`config.mk`:
```
export PLATFORM = sky130hd
export DESIGN_NAME = multichannel_moving_median
export DESIGN_NICKNAME = d
export VERILOG_FILES = /design/src/mmm_pkg.sv /design/src/mmm_fifo.sv /design/src/mmm_front.sv /design/src/mmm_back.sv /design/src/multichannel_moving_median.sv
export SDC_FILE = /design/constraint.sdc
export NUM_CORES = 1
export LEC_CHECK = 0
export BUFFER_PORTS_ARGS = -buffer_cell sky130_fd_sc_hd__buf_2
export CAP_MARGIN = 20
export CORE_MARGIN = 4
export CORE_UTILIZATION = 57
export DETAILED_ROUTE_END_ITERATION = 12
export PLACE_DENSITY = 0.76
export REMOVE_ABC_BUFFERS = 1
export SLEW_MARGIN = 25
export SYNTH_ARGS = -nofsm -noshare
export SYNTH_HDL_FRONTEND = slang
export SYNTH_SLANG_ARGS = --single-unit
```
`constraint.sdc`:
```
create_clock -name i_clk -period 3.71 [get_ports i_clk]
set_input_delay 0.371 -clock i_clk [delete_from_list [all_inputs] [get_ports i_clk]]
set_output_delay 0.371 -clock i_clk [all_outputs]
set_load 0.01 [all_outputs]
```
`src/mmm_pkg.sv`:
```
`timescale 1ns / 1ps
`default_nettype none
// ----------------------------------------------------------------------------
// mmm_pkg: shared types for the multichannel moving median filter
// Word formats on the ports, the per-channel ring pointer record and the
// command that travels from the front part to the back part.
// ----------------------------------------------------------------------------
package mmm_pkg;

    // width of ring position and fill count (window length is at most 15)
    localparam int POS_W = 4;

    // input word: sample tagged with its sensor channel
    typedef struct packed {
        logic [2:0]  channel;
        logic [15:0] sample;
    } t_in_word;

    // result word: median of the channel window
    typedef struct packed {
        logic [2:0]  out_channel;
        logic [15:0] median;
    } t_out_word;

    // per-channel ring pointer record
    typedef struct packed {
        logic [POS_W-1:0] pos;
        logic [POS_W-1:0] fill;
    } t_meta;

    // classified command for the back part
    typedef struct packed {
        logic             present;
        logic [2:0]       channel;
        logic [15:0]      sample;
        logic [POS_W-1:0] pos;
        logic [POS_W-1:0] fill;
    } t_cmd;

endpackage
`default_nettype wire

```
`src/mmm_fifo.sv`:
```
`timescale 1ns / 1ps
`default_nettype none
// ----------------------------------------------------------------------------
// mmm_fifo: two-entry queue
// Decouples producer and consumer; push/full on one side, pop/empty on the
// other, head word always shown on the read port.
// ----------------------------------------------------------------------------
module mmm_fifo #(
    parameter type t_data = logic
) (
    input  wire logic  i_clk,
    input  wire logic  i_rst_n,
    input  wire logic  i_push,
    output logic       o_full,
    input  wire t_data i_data,
    input  wire logic  i_pop,
    output logic       o_empty,
    output t_data      o_data
);

    t_data      r_mem [2];
    logic       r_wr_ptr;
    logic       r_rd_ptr;
    logic [1:0] r_count;
    logic [1:0] n_count;
    logic       do_push;
    logic       do_pop;

    assign o_full  = (r_count == 2'd2);
    assign o_empty = (r_count == 2'd0);
    assign o_data  = r_mem[r_rd_ptr];
    assign do_push = i_push && !o_full;
    assign do_pop  = i_pop && !o_empty;

    // occupancy update
    always_comb begin
        case ({do_push, do_pop})
            2'b10:   n_count = r_count + 2'd1;
            2'b01:   n_count = r_count - 2'd1;
            default: n_count = r_count;
        endcase
    end

    // pointers and count
    always_ff @(posedge i_clk) begin
        if (!i_rst_n) begin
            r_wr_ptr <= 1'b0;
            r_rd_ptr <= 1'b0;
            r_count  <= 2'd0;
        end else begin
            if (do_push) begin
                r_wr_ptr <= !r_wr_ptr;
            end
            if (do_pop) begin
                r_rd_ptr <= !r_rd_ptr;
            end
            r_count <= n_count;
        end
    end

    // storage
    always_ff @(posedge i_clk) begin
        if (do_push) begin
            r_mem[r_wr_ptr] <= i_data;
        end
    end

endmodule
`default_nettype wire

```
`src/mmm_front.sv`:
```
`timescale 1ns / 1ps
`default_nettype none
// ----------------------------------------------------------------------------
// mmm_front: word intake and classification
// Takes a word, looks up the channel ring pointers, advances them and issues
// a command carrying write position and fill count to the back part.
// ----------------------------------------------------------------------------
module mmm_front #(
    parameter int NUM_CHANNELS  = 8,
    parameter int WINDOW_LENGTH = 5
) (
    input  wire logic              i_clk,
    input  wire logic              i_rst_n,
    input  wire logic              i_push,
    output logic                   o_full,
    input  wire mmm_pkg::t_in_word i_data,
    output logic                   o_cmd_push,
    input  wire logic              i_cmd_full,
    output mmm_pkg::t_cmd          o_cmd
);
    import mmm_pkg::*;

    localparam int CH_IDX_W = (NUM_CHANNELS > 1) ? $clog2(NUM_CHANNELS) : 1;
    localparam logic [POS_W-1:0] WL     = POS_W'(WINDOW_LENGTH);
    localparam logic [POS_W-1:0] WL_END = POS_W'(WINDOW_LENGTH - 1);

    typedef enum logic [1:0] {
        F_IDLE  = 2'b01,
        F_ISSUE = 2'b10
    } t_front_state;

    t_front_state          r_state;
    t_in_word              r_word;
    logic                  r_present;
    logic                  r_meta_hit;
    t_meta                 r_meta_rd;
    t_meta                 r_meta_mem [NUM_CHANNELS];
    logic [NUM_CHANNELS-1:0] r_meta_vld;

    logic                  accept;
    logic                  in_present;
    logic [CH_IDX_W-1:0]   in_idx;
    logic [CH_IDX_W-1:0]   cur_idx;
    logic [POS_W-1:0]      pos_cur;
    logic [POS_W-1:0]      fill_cur;
    t_meta                 meta_new;
    logic                  issue;

    assign o_full     = (r_state != F_IDLE);
    assign accept     = i_push && (r_state == F_IDLE);
    assign in_present = (32'(i_data.channel) < NUM_CHANNELS);
    assign in_idx     = CH_IDX_W'(i_data.channel);
    assign cur_idx    = CH_IDX_W'(r_word.channel);
    assign issue      = (r_state == F_ISSUE) && !i_cmd_full;

    // advance ring position and fill count
    always_comb begin
        pos_cur  = r_meta_hit ? r_meta_rd.pos  : '0;
        fill_cur = r_meta_hit ? r_meta_rd.fill : '0;
        meta_new.pos  = (pos_cur >= WL_END) ? '0 : pos_cur + POS_W'(1);
        meta_new.fill = (fill_cur >= WL) ? WL : fill_cur + POS_W'(1);
    end

    // command to the back part
    always_comb begin
        o_cmd.present = r_present;
        o_cmd.channel = r_word.channel;
        o_cmd.sample  = r_word.sample;
        o_cmd.pos     = pos_cur;
        o_cmd.fill    = meta_new.fill;
    end
    assign o_cmd_push = issue;

    // control state
    always_ff @(posedge i_clk) begin
        if (!i_rst_n) begin
            r_state    <= F_IDLE;
            r_meta_vld <= '0;
        end else begin
            case (r_state)
                F_IDLE: begin
                    if (accept) begin
                        r_state <= F_ISSUE;
                    end
                end
                F_ISSUE: begin
                    if (issue) begin
                        r_state <= F_IDLE;
                        if (r_present) begin
                            r_meta_vld[cur_idx] <= 1'b1;
                        end
                    end
                end
                default: r_state <= F_IDLE;
            endcase
        end
    end

    // word capture and pointer memory lookup
    always_ff @(posedge i_clk) begin
        if (accept) begin
            r_word    <= i_data;
            r_present <= in_present;
            if (in_present) begin
                r_meta_rd  <= r_meta_mem[in_idx];
                r_meta_hit <= r_meta_vld[in_idx];
            end else begin
                r_meta_hit <= 1'b0;
            end
        end
    end

    // pointer memory write-back
    always_ff @(posedge i_clk) begin
        if (issue && r_present) begin
            r_meta_mem[cur_idx] <= meta_new;
        end
    end

endmodule
`default_nettype wire

```
`src/mmm_back.sv`:
```
`timescale 1ns / 1ps
`default_nettype none
// ----------------------------------------------------------------------------
// mmm_back: window store and median sort
// Writes the sample to window memory, reads the channel window into lanes, sorts
// it with odd-even transposition passes and emits the median (absent: zero).
// ----------------------------------------------------------------------------
module mmm_back #(
    parameter int NUM_CHANNELS  = 8,
    parameter int WINDOW_LENGTH = 5,
    parameter int SAMPLE_BITS   = 16
) (
    input  wire logic          i_clk,
    input  wire logic          i_rst_n,
    input  wire logic          i_cmd_empty,
    output logic               o_cmd_pop,
    input  wire mmm_pkg::t_cmd i_cmd,
    output logic               o_out_push,
    input  wire logic          i_out_full,
    output mmm_pkg::t_out_word o_out
);
    import mmm_pkg::*;

    localparam int CH_IDX_W = (NUM_CHANNELS > 1) ? $clog2(NUM_CHANNELS) : 1;
    localparam int DEPTH    = NUM_CHANNELS * WINDOW_LENGTH;
    localparam int ADDR_W   = (DEPTH > 1) ? $clog2(DEPTH) : 1;
    localparam int MID      = WINDOW_LENGTH / 2;
    localparam logic [POS_W-1:0] WL     = POS_W'(WINDOW_LENGTH);
    localparam logic [POS_W-1:0] WL_END = POS_W'(WINDOW_LENGTH - 1);

    typedef enum logic [4:0] {
        B_IDLE  = 5'b00001,
        B_WRITE = 5'b00010,
        B_READ  = 5'b00100,
        B_SORT  = 5'b01000,
        B_DONE  = 5'b10000
    } t_back_state;

    t_back_state            r_state;
    t_cmd                   r_cmd;
    logic [ADDR_W-1:0]      r_base;
    logic [POS_W-1:0]       r_k;
    logic [POS_W-1:0]       r_cap_k;
    logic                   r_rd_vld;
    logic [POS_W-1:0]       r_pass;
    logic [SAMPLE_BITS-1:0] r_rd_data;
    logic [SAMPLE_BITS-1:0] r_win_mem [DEPTH];
    logic [SAMPLE_BITS-1:0] r_lane [WINDOW_LENGTH];
    logic [SAMPLE_BITS-1:0] n_sort [WINDOW_LENGTH];

    logic                   start;
    logic                   issue_rd;
    logic                   last_cap;
    logic                   wr_en;
    logic [ADDR_W-1:0]      wr_addr;
    logic [ADDR_W-1:0]      rd_addr;
    logic [ADDR_W-1:0]      head_base;

    assign start     = (r_state == B_IDLE) && !i_cmd_empty;
    assign o_cmd_pop = start;
    assign issue_rd  = (r_state == B_READ) && (r_k < WL);
    assign last_cap  = r_rd_vld && (r_cap_k == WL_END);
    assign wr_en     = (r_state == B_WRITE);
    assign wr_addr   = r_base + ADDR_W'(r_cmd.pos);
    assign rd_addr   = r_base + ADDR_W'(r_k);
    assign head_base = ADDR_W'(CH_IDX_W'(i_cmd.channel)) * ADDR_W'(WINDOW_LENGTH);

    // one odd-even transposition pass over the lanes
    always_comb begin
        for (int i = 0; i < WINDOW_LENGTH; i++) begin
            n_sort[i] = r_lane[i];
        end
        for (int i = 0; i < WINDOW_LENGTH - 1; i++) begin
            if ((i % 2) == int'(r_pass[0]) && (r_lane[i+1] < r_lane[i])) begin
                n_sort[i]   = r_lane[i+1];
                n_sort[i+1] = r_lane[i];
            end
        end
    end

    // result word
    always_comb begin
        o_out.out_channel = r_cmd.channel;
        o_out.median      = r_cmd.present ? 16'(r_lane[MID]) : 16'd0;
    end
    assign o_out_push = (r_state == B_DONE) && !i_out_full;

    // sequencer
    always_ff @(posedge i_clk) begin
        if (!i_rst_n) begin
            r_state  <= B_IDLE;
            r_rd_vld <= 1'b0;
        end else begin
            r_rd_vld <= issue_rd;
            case (r_state)
                B_IDLE: begin
                    if (start) begin
                        r_state <= i_cmd.present ? B_WRITE : B_DONE;
                    end
                end
                B_WRITE: r_state <= B_READ;
                B_READ: begin
                    if (last_cap) begin
                        r_state <= B_SORT;
                    end
                end
                B_SORT: begin
                    if (r_pass >= WL_END) begin
                        r_state <= B_DONE;
                    end
                end
                B_DONE: begin
                    if (!i_out_full) begin
                        r_state <= B_IDLE;
                    end
                end
                default: r_state <= B_IDLE;
            endcase
        end
    end

    // command latch, counters and lanes
    always_ff @(posedge i_clk) begin
        if (start) begin
            r_cmd  <= i_cmd;
            r_base <= head_base;
        end
        if (wr_en) begin
            r_k <= '0;
        end else if (issue_rd) begin
            r_k <= r_k + POS_W'(1);
        end
        r_cap_k <= r_k;
        if (last_cap) begin
            r_pass <= '0;
        end else if (r_state == B_SORT) begin
            r_pass <= r_pass + POS_W'(1);
        end
        for (int i = 0; i < WINDOW_LENGTH; i++) begin
            if (r_rd_vld && (r_cap_k == POS_W'(i))) begin
                // entries never written since reset read as zero
                r_lane[i] <= (POS_W'(i) < r_cmd.fill) ? r_rd_data : '0;
            end else if (r_state == B_SORT) begin
                r_lane[i] <= n_sort[i];
            end
        end
    end

    // window memory
    always_ff @(posedge i_clk) begin
        if (wr_en) begin
            r_win_mem[wr_addr] <= SAMPLE_BITS'(r_cmd.sample);
        end
        if (issue_rd) begin
            r_rd_data <= r_win_mem[rd_addr];
        end
    end

endmodule
`default_nettype wire

```
`src/multichannel_moving_median.sv`:
```
`timescale 1ns / 1ps
`default_nettype none
// Throughput is set by the back part: one window memory read per cycle, then one
// sort pass per cycle; it takes no new command until its result is pushed.
// The front takes a new word only after issuing the command for the last one;
// a two-entry queue sits between the parts.
// Reset (synchronous, active low) empties both queues and marks every channel
// ring unwritten, so all windows read as zero; no clearing pass is needed.
// ----------------------------------------------------------------------------
// multichannel_moving_median: per-channel five-sample moving median
// Stores each sample in its channel ring and returns the ring median.
// ----------------------------------------------------------------------------
module multichannel_moving_median #(
    parameter int NUM_CHANNELS  = 8,
    parameter int WINDOW_LENGTH = 5,
    parameter int SAMPLE_BITS   = 16
) (
    input  wire logic               i_clk,
    input  wire logic               i_rst_n,
    input  wire logic               push,
    output logic                    full,
    input  wire mmm_pkg::t_in_word  i_data,
    output logic                    empty,
    input  wire logic               pop,
    output mmm_pkg::t_out_word      o_data
);
    import mmm_pkg::*;

    t_cmd      fe_cmd;
    logic      fe_cmd_push;
    logic      q_cmd_full;
    logic      q_cmd_empty;
    t_cmd      q_cmd;
    logic      be_cmd_pop;
    logic      be_out_push;
    logic      q_out_full;
    t_out_word be_out;

    // front: intake and classification
    mmm_front #(
        .NUM_CHANNELS  (NUM_CHANNELS),
        .WINDOW_LENGTH (WINDOW_LENGTH)
    ) u_front (
        .i_clk      (i_clk),
        .i_rst_n    (i_rst_n),
        .i_push     (push),
        .o_full     (full),
        .i_data     (i_data),
        .o_cmd_push (fe_cmd_push),
        .i_cmd_full (q_cmd_full),
        .o_cmd      (fe_cmd)
    );

    // command queue
    mmm_fifo #(
        .t_data (t_cmd)
    ) u_cmd_q (
        .i_clk   (i_clk),
        .i_rst_n (i_rst_n),
        .i_push  (fe_cmd_push),
        .o_full  (q_cmd_full),
        .i_data  (fe_cmd),
        .i_pop   (be_cmd_pop),
        .o_empty (q_cmd_empty),
        .o_data  (q_cmd)
    );

    // back: window store and sort
    mmm_back #(
        .NUM_CHANNELS  (NUM_CHANNELS),
        .WINDOW_LENGTH (WINDOW_LENGTH),
        .SAMPLE_BITS   (SAMPLE_BITS)
    ) u_back (
        .i_clk       (i_clk),
        .i_rst_n     (i_rst_n),
        .i_cmd_empty (q_cmd_empty),
        .o_cmd_pop   (be_cmd_pop),
        .i_cmd       (q_cmd),
        .o_out_push  (be_out_push),
        .i_out_full  (q_out_full),
        .o_out       (be_out)
    );

    // result queue
    mmm_fifo #(
        .t_data (t_out_word)
    ) u_out_q (
        .i_clk   (i_clk),
        .i_rst_n (i_rst_n),
        .i_push  (be_out_push),
        .o_full  (q_out_full),
        .i_data  (be_out),
        .i_pop   (pop),
        .o_empty (empty),
        .o_data  (o_data)
    );

endmodule
`default_nettype wire

```
---- Word-level counts from Yosys, hierarchy flattened ----
Memory sizes are Yosys's and may differ from the RTL's. A register that Yosys moved wholly into a read port is not among the register bits.
Index checks and enable logic that the tools add are counted.
cells by class
  add/subtract/negate cells ............... 10
  multiply operators ...................... 1
  div/mod/pow operators ................... 0
  magnitude comparators ................... 16
  equal/unequal tests ..................... 24
  shifts and indexed selects .............. 0
  mux-type cells .......................... 67
  bitwise gates (word level) .............. 7
  reductions and logical operators ........ 35
operator list
  operator                                                           number
  2-to-1 mux 16 bit                                                  11
  2-to-1 mux 32 bit                                                  4
  less-than comparator 16 bit                                        4
  2-to-1 mux 1 bit                                                   35
  2-to-1 mux 5 bit                                                   5
  one-hot mux 5 bit (5 select lines)                                 1
  logical AND 1 bit                                                  19
  adder 4 x 1 -> 4 bit, second input constant                        4
  2-to-1 mux 4 bit                                                   4
  adder 6 x 4 -> 6 bit                                               2
  greater-or-equal comparator 4 x 3 -> 1 bit, second input constant  3
  one-hot mux 2 bit (2 select lines)                                 3
  equality test 2 bit, second input constant                         5
  != test 2 x 1 -> 1 bit, second input constant                      5
  equality test 4 x 2 -> 1 bit, second input constant                2
  logical NOT 1 bit                                                  8
  less-than comparator 1 x 4 -> 1 bit, first input constant          2
  less-than comparator 2 x 4 -> 1 bit, first input constant          2
  less-than comparator 3 x 4 -> 1 bit, second input constant         2
  OR 8 bit                                                           1
  equality test 2 x 1 -> 1 bit, second input constant                3
  multiplier 3 x 3 -> 6 bit, second input constant                   1
  equality test 5 x 1 -> 1 bit, second input constant                1
  equality test 5 x 2 -> 1 bit, second input constant                1
  21 further kinds                                                   32
word-level totals
  register bits ........................... 90
  latch bits .............................. 0
  RAM bits ................................ 876
  ROM bits ................................ 0
  input port bits ......................... 23
  memories ................................ 5
memory list
  memory              depth  bits a word  read ports  clocked after memory_dff  write ports  RTL line         RTL
  u_back.r_win_mem    40     16           1           1                         1            mmm_back.sv:47   logic [SAMPLE_BITS-1:0] r_win_mem [DEPTH];
  u_back.r_lane       5      16           5           0                         5            mmm_back.sv:48   logic [SAMPLE_BITS-1:0] r_lane [WINDOW_LENGTH];
  u_front.r_meta_mem  8      8            1           1                         1            mmm_front.sv:37  t_meta r_meta_mem [NUM_CHANNELS];
  u_cmd_q.r_mem       2      27           1           1                         1            mmm_fifo.sv:21   t_data r_mem [2];
  u_out_q.r_mem       2      19           1           1                         1            mmm_fifo.sv:21

---- Logic depth before layout (Yosys ltp) ----
Gate-level depths: netlist of run 1.
An unclocked memory read counts as a cell.
  depth after elaboration ................. 8
  mapped depth ............................ 10

---- Cells and area by module ----
Synthesis of run 1 repeated with hierarchy kept, for this count alone.
second synthesis, totals
  cell total of the unflattened synthesis .. 2277
  area total of the unflattened synthesis .. 40670.3 sq um
by module, submodules not included
  module               times used  cells an instance  area each (sq um)  sequential area each (sq um)
  mmm_back             1           1885               32866.5            23422.5
  mmm_front            1           194                3953.8             2962.8
  mmm_fifo at u_cmd_q  1           113                2248.4             1781.7
  mmm_fifo at u_out_q  1           85                 1601.5             1241.2

---- Worst setup path before layout of run 1 ----
No wires, ideal clock.
  path type ............................... reg-to-reg
  start ................................... register u_back.r_state[1]
  end ..................................... register u_cmd_q.r_count[1]
  arrival time ............................ 3.475 ns
  setup slack ............................. 0.160 ns
  stages on the path, launching flop included .. 7
  clock period less this slack ............ 3.550 ns
  cells stage by stage .................... dfxtp_1 > or3_1 > or3b_4 > nor2_1 > ha_1 > or3_1 > a21boi_0
between the ends
  word-level cells in the longest chain between the ends .. 5
ends and longest elaborated chain
  item                                                                      RTL line                          RTL
  start: declaration                                                        mmm_back.sv:39                    t_back_state r_state;
  start signal: assignment                                                  mmm_back.sv:98                    r_state <= i_cmd.present ? B_WRITE : B_DONE;
  equality test 5 x 1 -> 1 bit (*)                                          mmm_back.sv:59                    assign start = (r_state == B_IDLE) && !i_cmd_empty;
  logical AND 1 bit (*)                                                     mmm_back.sv:59
  net be_cmd_pop                                                            multichannel_moving_median.sv:34  logic be_cmd_pop;
  logical AND 1 bit (*)                                                     mmm_fifo.sv:33                    assign do_pop = i_pop && !o_empty;
  equality test 2 x 1 -> 1 bit or equality test 2 bit (tied branches)       mmm_fifo.sv:37                    case ({do_push, do_pop})
  one-hot mux 2 bit (2 select lines) or nonzero test 2 bit (tied branches)  --
  end signal: assignment                                                    mmm_fifo.sv:57                    r_count <= n_count;
  end: declaration                                                          mmm_fifo.sv:24                    logic [1:0] r_count;
Mark *: on every way through the listed nets, which the timed path passes. The rest lies on a longest branch.
A chain may end at the register's enable or synchronous reset.

---- Final worst setup path of run 1 ----
  start ................................... register u_back.r_base[0]
  end ..................................... register u_back.r_rd_data[6] (read register of u_back.r_win_mem) (data pin)
between the ends
  word-level cells in the longest chain between the ends .. 1
ends and longest elaborated chain
  item                      RTL line         RTL
  start: declaration        mmm_back.sv:41   logic [ADDR_W-1:0] r_base;
  start signal: assignment  mmm_back.sv:126  r_base <= head_base;
  adder 6 x 4 -> 6 bit      mmm_back.sv:65   assign rd_addr = r_base + ADDR_W'(r_k);
  end: declaration          mmm_back.sv:46   logic [SAMPLE_BITS-1:0] r_rd_data;
Every way passes these cells.

==> impl_metrics.tcl, run 1 <==
set metrics [dict create \
    run_status "completed" \
    ys_dominant_reg_cell "edfxtp_1" \
    path_class "reg2reg" \
    drtAntennaViolNets 0 \
    pre_cts_ws_ns 0.159 \
    cts.reportedPaths.clkPinSlew_ns 0.06 \
    setup_ws_ns 0.151 \
    synth_area_um2 40400 \
    power_density_nw_per_um2 624 \
    ios 44 \
    cp-start-kind "register" \
    drv_slew 0 \
    grt_antenna_before_repair 1 \
    clock_power_share_pct 32.6 \
    clk_latency_ns 0.67 \
    pwr-share-seq_pct 45.4 \
    synthAdderAreaFrac_pct 2.58 \
    finalHoldViolations 0 \
    die_h_um 274 \
    synth-edff-count 951 \
    cts_sinks 989 \
    initial_core_util_pct 57.6 \
    gp_congestion 0.842 \
    ys_seq_area_share_pct 72.6 \
    cts_root_buf "clkbuf_16" \
    finalSetupViolCount 0 \
    worstPathRequired_ns 4.07 \
    grt_pass1_vias 21420 \
    core_area_um2 70100 \
    synth.mux.area_fraction_pct 15.5 \
    maxSlewHeadroom_pct 31.7 \
    cp.arrival_ns 3.92 \
    power.total_mw 28.6 \
    swShare_pct 26.9 \
    dr.pass1.iters 5 \
    wl_per_cell_um 25.9 \
    syn_inst 2114 \
    cp-end-kind "register" \
    place_area_um2 42600 \
    grt_util_all_layers_pct 23.5 \
    cts-htree-levels 3 \
    vias 20613 \
    row_count 97 \
    min_period_over_period_pct 95.9 \
    totalNegativeSetupSlack_ns 0 \
    grt_pass1_wl_um 132000 \
    drv_cap 0 \
    synthArstFlopShare_pct 0 \
    synth_compound_area_share_pct 3.22 \
    area_growth_pct 13.4 \
    max_freq_mhz 281 \
    cts_made_buffers 96 \
    cp_max_fo 37 \
    synth_top_family_by_area "multiplexers" \
    grt_max_degree 45 \
    tightest_slew_ns 1.02 \
    synth-seq-cells 989 \
    die_x_um 274 \
    postCtsSetupRepairBufs 0 \
    nNetsFinal 2413 \
    synthDistinctLibCells 72 \
    syn_area_per_cell_um2 19.1 \
    drcViolationCount 0 \
    tritoncts "yes" \
    drtIter0Drc 2130 \
    grt_overflow 0 \
    cts_resized 0 \
    drive_gt1_share_pct 24.9 \
    p_comb_share_pct 22.0 \
    hpwl_um 53100 \
    fin_area_um2 45800 \
    dieArea_um2 75200 \
    diodes 0 \
    p_switching_mw 7.69 \
    p_int_mw 20.9 \
    rsz0062_at_grt "false" \
    cellLeakagePower_nw 15.8 \
    synth-xor-area-share_pct 0.530 \
    clockBufferDepth 3 \
    yosys_warnings 0 \
    fin_util_pct 65.3 \
    fillCellCount 4621 \
    fin_skew_ns 0.0439 \
    hold_class "in2reg" \
    period_needed_ns 3.56 \
    routed_wl_um 86100 \
    viasPerCell 6.20 \
    peakVddDrop_uv 552 \
    io_buffers 43 \
    synthSimpleGateAreaFrac_pct 3.74 \
]
## power groups by stage
stage	registers, mW	clock network, mW	logic [mW]
final	13.0	9.33	6.27
after global routing	13.0	9.99	6.71
after global placement	13.3	0	5.98
after CTS	13.0	9.47	6.29
after detailed placement	13.2	0	6.21
after floorplan	13.3	0	3.87
## cells by family after synthesis
| family | Yosys count |
|---|---|
| DFF | 989 |
| muxes | 396 |
| and+or+nand+nor | 291 |
| AOI/OAI and AO/OA | 171 |
| buffers and inverters | 163 |
| adders and majority gates | 82 |
| xor gates and xnor gates | 21 |
| other | 1 |
## per-stage QoR
stage,hold slack [ns],instances
after floorplan,0.378,2035
after global placement,0.412,3128
after detailed placement,0.413,3133
after CTS,0.0917,3324
after global routing,0.0894,3325
final,0.128,3325
## layout make-up
type / instances / area, um^2 / share of cell area [%]
Tap cell: 940 / 1180 / 2.57
Sequential cell: 989 / 29300 / 64.0
Multi-Input combinational cell: 969 / 10600 / 23.1
Clock buffer: 117 / 2530 / 5.53
Timing Repair Buffer: 175 / 1390 / 3.04
Clock inverter: 58 / 507 / 1.11
Inverter: 77 / 289 / 0.631
## cell usage after synthesis, types with 10 or more instances
cell,number,share of area (%)
edfxtp_1,951,71
mux4_2,178,9.9
mux2i_1,162,4.0
nand2_1,82,0.76
ha_1,80,2.5
inv_1,77,0.72
mux2_2,55,1.5
nor2_1,53,0.49
and2_1,46,0.71
o21ai_0,41,0.51
dfxtp_1,38,1.9
a221o_1,32,0.79
clkbuf_1,32,0.30
nor3_1,32,0.40
buf_2,28,0.35
a21oi_1,17,0.21
o21a_1,17,0.32
a21o_1,16,0.30
a22o_1,16,0.35
buf_4,15,0.28
nand3_1,15,0.19
nor2b_1,11,0.17
nand2b_1,10,0.15
## routing by layer
| layer | share of wire [%] | GRT usage (%) | wire length, um | vias up |
|---|---|---|---|---|
| li1 | - | - | - | 8878 |
| met1 | 39 | 32.0 | 33800 | 10682 |
| met2 | 50 | 38.5 | 43100 | 887 |
| met3 | 7.5 | 4.88 | 6440 | 166 |
| met4 | 3.2 | 7.79 | 2790 | 0 |
| met5 | 0 | 0 | 0 | - |
## cells in the final DEF (no fill, tap or decap), drive strengths merged, types with 46 or more instances in the layout
master / count
mux4: 178
edfxtp: 951
clkinv: 46
buf: 159
nand2: 82
mux2: 55
and2: 46
ha: 80
inv: 80
mux2i: 163
nor2: 56
clkbuf: 117
## registers in the layout, indices dropped and copies added (netlist names), 16 cells and up, named ones only
signal / count
u_front.o_cmd: 16
u_back.r_rd_data: 16
u_back.r_cmd: 24
u_back.r_lane: 80
u_front.r_meta_mem: 64
u_out_q.r_mem: 38
u_back.r_win_mem: 640
u_cmd_q.r_mem: 54
## worst paths after layout
check / cells past startpoint / end / slack (ns) / start
worst min-delay path: 1 / u_front.cur_idx[2] / 0.13 / i_data[18]
worst min register to register: 0 / u_back.r_cap_k[3] / 0.42 / u_back.r_k[3]
worst max-delay path: 9 / u_back.r_rd_data[6] / 0.15 / u_back.r_base[0]
worst max register to register: 9 / u_back.r_rd_data[6] / 0.15 / u_back.r_base[0]
## critical path, stage by stage, from the launching register on
cell      delay (ns)
edfxtp_1        0.47
ha_4            0.21
fa_4            0.82
buf_12          0.24
buf_4           0.28
mux4_2          0.32
mux2i_1         0.18
mux2i_1         0.15
mux2i_1         0.39
mux2i_1         0.14
## repair_timing
action | 4_1_cts | 5_1_grt
endpoints found under the hold margin | 16 | 0
hold buffers | 16 | 0
endpoints found under the setup margin | 0 | 0
(Power assumes the default switching activity.)
==> inputs of run 2 (changes only) <==
CORE_MARGIN = not set   (was 4)
==> run 2 against run 1 <==
Design area hardly changed. Total power is 0.88% higher. Via count is 0.34% lower. Final cell count hardly changed. First-iteration DRC count is 2.9% lower. Clock skew is 0.020 ns lower. Critical path type unchanged. Flip-flop and latch count stayed put. Maximum frequency is 4.1% higher.
==> impl_metrics.tcl, run 2 (same netlist as run 1, synthesis figures left out) <==
set metrics [dict create \
    finalSetupViolCount 0 \
    final_cell_mix "edfxtp_1 (951), mux4_2 (178), mux2i_1 (162), buf_4 (102), clkbuf_16 (98)" \
    io_buffers 43 \
    p_switching_mw 7.58 \
    place_area_um2 42500 \
    holdPathStages 1 \
    cp-start-kind "register" \
    rsz0062_at_grt "false" \
    hold_path_end "u_front.cur_idx[2]" \
    regArea_um2 29300 \
    wl_per_cell_um 25.9 \
    nNetsFinal 2412 \
    grt_max_degree 65 \
    cts-htree-levels 3 \
    vias 20542 \
    tightest_slew_ns 1.16 \
    cts_root_buf "clkbuf_16" \
    largest_reg_flops 640 \
    cts_sinks 989 \
    ios 44 \
    cp-end-kind "register" \
    whs_ns 0.135 \
    p_comb_share_pct 21.8 \
    die_x_um 268 \
    row_count 97 \
    grt_antenna_before_repair 3 \
    pwr-share-seq_pct 44.9 \
    grt_overflow 0 \
    core_area_um2 70000 \
    grt_pass1_wl_um 129000 \
    run_status "completed" \
    rrSetupSlack_ns 0.29 \
    gp_congestion 0.849 \
    fin_skew_ns 0.0241 \
    cts.reportedPaths.clkPinSlew_ns 0.06 \
    grt_util_all_layers_pct 24.6 \
    drv_cap 0 \
    clockBufferDepth 3 \
    rr_endpoint "u_back.r_rd_data[2]" \
    cts_resized 0 \
    finalHoldViolations 0 \
    peakVddDrop_uv 482 \
    power_density_nw_per_um2 629 \
    drtIter0Drc 2069 \
    clock_power_share_pct 33.3 \
    min_period_over_period_pct 92.1 \
    drcViolationCount 0 \
    area_growth_pct 13.5 \
    swShare_pct 26.3 \
    diodes 0 \
    ctsHoldBuffers 16 \
    hpwl_um 52300 \
    dr.pass1.iters 5 \
    fin_area_um2 45800 \
    grt_pass1_vias 21113 \
    tritoncts "yes" \
    cellLeakagePower_nw 15.8 \
    hold_class "in2reg" \
    min-delay-start "i_data[18]" \
    routed_wl_um 86000 \
    drtAntennaViolNets 0 \
    multi_input_area_um2 10600 \
    clk_latency_ns 0.64 \
    p_int_mw 21.2 \
    initial_core_util_pct 57.7 \
    viasPerCell 6.18 \
    regToRegStartpoint "u_back.r_base[0]" \
    fillCellCount 4511 \
    largestRegisters "u_back.r_win_mem x640, u_back.r_lane x80, u_front.r_meta_mem x64" \
    period_needed_ns 3.42 \
    cts_made_buffers 96 \
    dieArea_um2 71900 \
    cp_max_fo 29 \
    largest_register "u_back.r_win_mem" \
    drive_gt1_share_pct 24.4 \
    final_common_cell "edfxtp_1" \
    drv_slew 0 \
    cp.arrival_ns 3.79 \
    die_h_um 268 \
    postCtsSetupRepairBufs 0 \
    worstRegToRegCells 9 \
    path_class "reg2reg" \
    max_freq_mhz 293 \
    worstPathRequired_ns 4.08 \
    maxSlewHeadroom_pct 22.5 \
]
-- run 2: changes by cell type in the layout (fill, tap and decap cells not counted), sizes merged --
| cell | delta |
|---|---|
| buf | -1 |
| bufinv | +6 |
| clkbuf | +2 |
| clkinv | -8 |
| clkinvlp | -1 |
-- run 2: worst max-delay path by stage --
stage | start | endpoint | slack, ns | cells past startpoint
detailed placement | u_back.r_base[0] | u_back.r_rd_data[2] | 0.28 | 9
global placement | u_back.r_base[0] | u_back.r_rd_data[2] | 0.28 | 9
global route | u_back.r_base[0] | u_back.r_win_mem[14][11] | 0.17 | 10
CTS | u_back.r_base[0] | u_back.r_rd_data[2] | 0.26 | 9
finish | u_back.r_base[0] | u_back.r_rd_data[2] | 0.29 | 9
floorplan | u_back.r_base[0] | u_back.r_rd_data[0] | -4.26 | 6
-- run 2: critical path: stages, from the launching register on --
cell and delay, ns:
edfxtp_1 0.47, ha_4 0.21, fa_4 0.80, buf_12 0.21
buf_4 0.26, mux4_2 0.34, mux2i_1 0.23, mux2i_1 0.21
mux2i_1 0.24, mux2i_1 0.13
-- run 2: metal layers --
layer  vias to the layer above  track usage [%]  part of all wire [%]
li1                       8869                -                     -
met3                       150             4.30                   7.2
met1                     10651             33.0                    40
met4                         4             7.75                   2.5
met2                       868             41.3                    51
met5                         -                0                 0.022
-- run 2: per-stage QoR --
step / power (mW) / setup slack (ns) / instances / TNS (ns) / utilization (%)
after floorplan: 17.1 / -4.26 / 2035 / -69.37 / -
final: 28.8 / 0.292 / 3323 / 0 / 65.5
after CTS: 29.0 / 0.259 / 3318 / 0 / 65.4
after global routing: 29.8 / 0.170 / 3323 / 0 / 65.5
after detailed placement: 19.4 / 0.276 / 3128 / 0 / 60.7
after global placement: 19.2 / 0.282 / 3128 / 0 / 60.7
-- run 2: final cells by class --
cell class                 count  share of cell area (%)
clock buffer                 119                    5.52
clock inverter                55                    1.21
inverter                      77                   0.631
multi-input combinational    969                    23.1
sequential                   989                    64.0
tap                          940                    2.57
timing repair buffer         174                    3.01
-- run 2: power by group through the flow --
stage / clock network, mW / logic (mW) / registers (mW)
2_1_floorplan: 0 / 3.87 / 13.3
3_3_place_gp: 0 / 6.04 / 13.2
3_5_place_dp: 0 / 6.19 / 13.2
4_1_cts: 9.71 / 6.27 / 13.0
5_1_grt: 10.1 / 6.68 / 12.9
6_report: 9.60 / 6.29 / 12.9
==> inputs of run 3 (changes only) <==
CORE_UTILIZATION = 59   (was 57)
CTS_BUF_LIST = sky130_fd_sc_hd__clkbuf_8   (was not set)
PLACE_DENSITY = 0.78   (was 0.76)
REMOVE_ABC_BUFFERS = not set   (was 1)
==> run 3 against run 2 <==
Critical path depth down 2. Sequential share of layout area up 0.24 points. Clock skew up 0.018 ns. Critical endpoint is now u_back.r_rd_data[8]. Largest cell class unchanged.
==> impl_metrics.tcl, run 3 (same netlist as run 1, synthesis figures left out) <==
set metrics [dict create \
    largest_register "u_back.r_win_mem" \
    hold_class "in2reg" \
    row_count 95 \
    clockBufferDepth 3 \
    tightest_slew_ns 1.09 \
    p_int_mw 20.0 \
    cts_root_buf "clkbuf_8" \
    fin_skew_ns 0.0421 \
    hold_path_end "u_front.cur_idx[1]" \
    gp_congestion 0.876 \
    cp_max_fo 42 \
    dieArea_um2 69500 \
    grt_max_degree 44 \
    worstRegToRegCells 7 \
    cts.reportedPaths.clkPinSlew_ns 0.06 \
    rsz0062_at_grt "false" \
    power_density_nw_per_um2 605 \
    grt_pass1_wl_um 132000 \
    period_needed_ns 3.30 \
    drtIter0Drc 2350 \
    path_class "reg2reg" \
    p_switching_mw 7.68 \
    initial_core_util_pct 59.8 \
    min-delay-start "i_data[17]" \
    max_stage_delay_ns 0.81 \
    largestRegisters "u_back.r_win_mem x640, u_back.r_lane x80, u_front.r_meta_mem x64" \
    final_cell_mix "edfxtp_1 (951), mux4_2 (178), mux2i_1 (162), clkbuf_8 (161), inv_1 (124)" \
    holdPathStages 1 \
    grt_pass1_vias 22076 \
    drcViolationCount 0 \
    area_growth_pct 13.0 \
    min_period_over_period_pct 88.9 \
    cellLeakagePower_nw 16.0 \
    run_status "completed" \
    cts_sinks 989 \
    largest_reg_flops 640 \
    path_cells "ha_4 > fa_4 > buf_12 > buf_4 > mux4_2 > mux2i_1 > mux2i_1" \
    worstPathRequired_ns 4.22 \
    critPathSlowestCell "fa_4" \
    hpwl_um 52700 \
    drv_cap 0 \
    pwr-share-seq_pct 46.7 \
    drive_gt1_share_pct 26.1 \
    core_area_um2 67500 \
    ios 44 \
    drv_slew 0 \
    grt_overflow 0 \
    whs_ns 0.0843 \
    vias 21031 \
    fin_area_um2 45700 \
    die_h_um 264 \
    max_freq_mhz 303 \
    power.total_mw 27.6 \
    dr.pass1.iters 5 \
    clk_latency_ns 0.81 \
    nNetsFinal 2475 \
    regToRegStartpoint "u_back.r_base[0]" \
    cts_made_buffers 154 \
    totalNegativeSetupSlack_ns 0 \
    tritoncts "yes" \
    swShare_pct 27.8 \
    wl_per_cell_um 25.9 \
    place_area_um2 42600 \
    viasPerCell 6.24 \
    routed_wl_um 87400 \
    rrSetupSlack_ns 0.41 \
    rr_endpoint "u_back.r_rd_data[8]" \
    cts_resized 0 \
    cp-end-kind "register" \
    drtAntennaViolNets 0 \
    finalSetupViolCount 0 \
    grt_antenna_before_repair 2 \
    grt_util_all_layers_pct 25.9 \
    final_common_cell "edfxtp_1" \
    cts-htree-levels 4 \
    die_x_um 264 \
    peakVddDrop_uv 488 \
    p_comb_share_pct 22.7 \
    io_buffers 43 \
    cp_common_cell "mux2i_1" \
    clock_power_share_pct 30.6 \
    maxSlewHeadroom_pct 27.1 \
    finalHoldViolations 0 \
    cp.arrival_ns 3.80 \
    cp-start-kind "register" \
]
==> run 3: changes by cell type in the layout (fill, tap and decap cells not counted), sizes merged <==
cell         previous run  this run
clkinv                 38        60
buf                   158       161
dlygate4sd3            16        18
bufinv                 11         3
clkinvlp                3         6
inv                    80       128
clkbuf                119       161
diode                   0         1
==> run 3: how the worst max path moves through the flow <==
stage	from	end	slack, ns
floorplan	u_back.r_state[1]	u_cmd_q.r_count[1]	0.16
global placement	u_back.r_base[0]	u_back.r_rd_data[12]	0.51
detailed placement	u_back.r_base[0]	u_back.r_rd_data[8]	0.41
CTS	u_back.r_base[0]	u_back.r_rd_data[8]	0.41
global route	u_back.r_lane[2][11]	u_back.r_lane[2][7]	0.23
finish	u_back.r_base[0]	u_back.r_rd_data[8]	0.41
==> run 3: power groups by stage <==
stage | combinational (mW) | clock, mW | sequential, mW
5_1_grt | 6.66 | 9.03 | 12.9
4_1_cts | 6.30 | 8.58 | 12.9
3_5_place_dp | 6.27 | 0 | 13.1
6_report | 6.28 | 8.45 | 12.9
2_1_floorplan | 4.26 | 0 | 13.2
3_3_place_gp | 6.10 | 0 | 13.1
==> run 3: routing by layer <==
| metal | track usage, % | up-vias | wire [um] |
|---|---|---|---|
| li1 | - | 9037 | - |
| met1 | 34.7 | 10774 | 34400 |
| met2 | 42.3 | 1040 | 43300 |
| met3 | 4.87 | 178 | 7040 |
| met4 | 10.5 | 2 | 2660 |
| met5 | 0 | - | 13 |
==> run 3: through the flow <==
stage                     instances  worst slack [ns]  utilization (%)
final                          3369             0.411             67.6
after CTS                      3367             0.406             67.6
after global placement         3067             0.508             63.1
after global routing           3369             0.226             67.6
after floorplan                2121             0.160                -
after detailed placement       3068             0.413             63.1
==> run 3: area by class of cell <==
class	instances	area (um^2)
well taps	873	1090
diodes	1	2.50
clock inverters	120	637
inverters	77	289
repair buffers	179	1530
clock buffers	161	2220
flip-flops and latches	989	29300
fillers	4212	21900
multi-input cells	969	10600
==> run 3: what timing repair did <==
| item | in CTS | in global routing |
|---|---|---|
| hold buffers | 18 | 0 |
| buffers inserted | 0 | 0 |
| hold endpoints to repair | 34 | 0 |
==> run 3: critical path, delay by kind of cell (launching register included) <==
kind	cells	cell delay, ns
multiplexers	3	0.93
flip-flops	1	0.47
adder cells (fa/ha/maj)	2	1.02
buffers and inverters	2	0.58
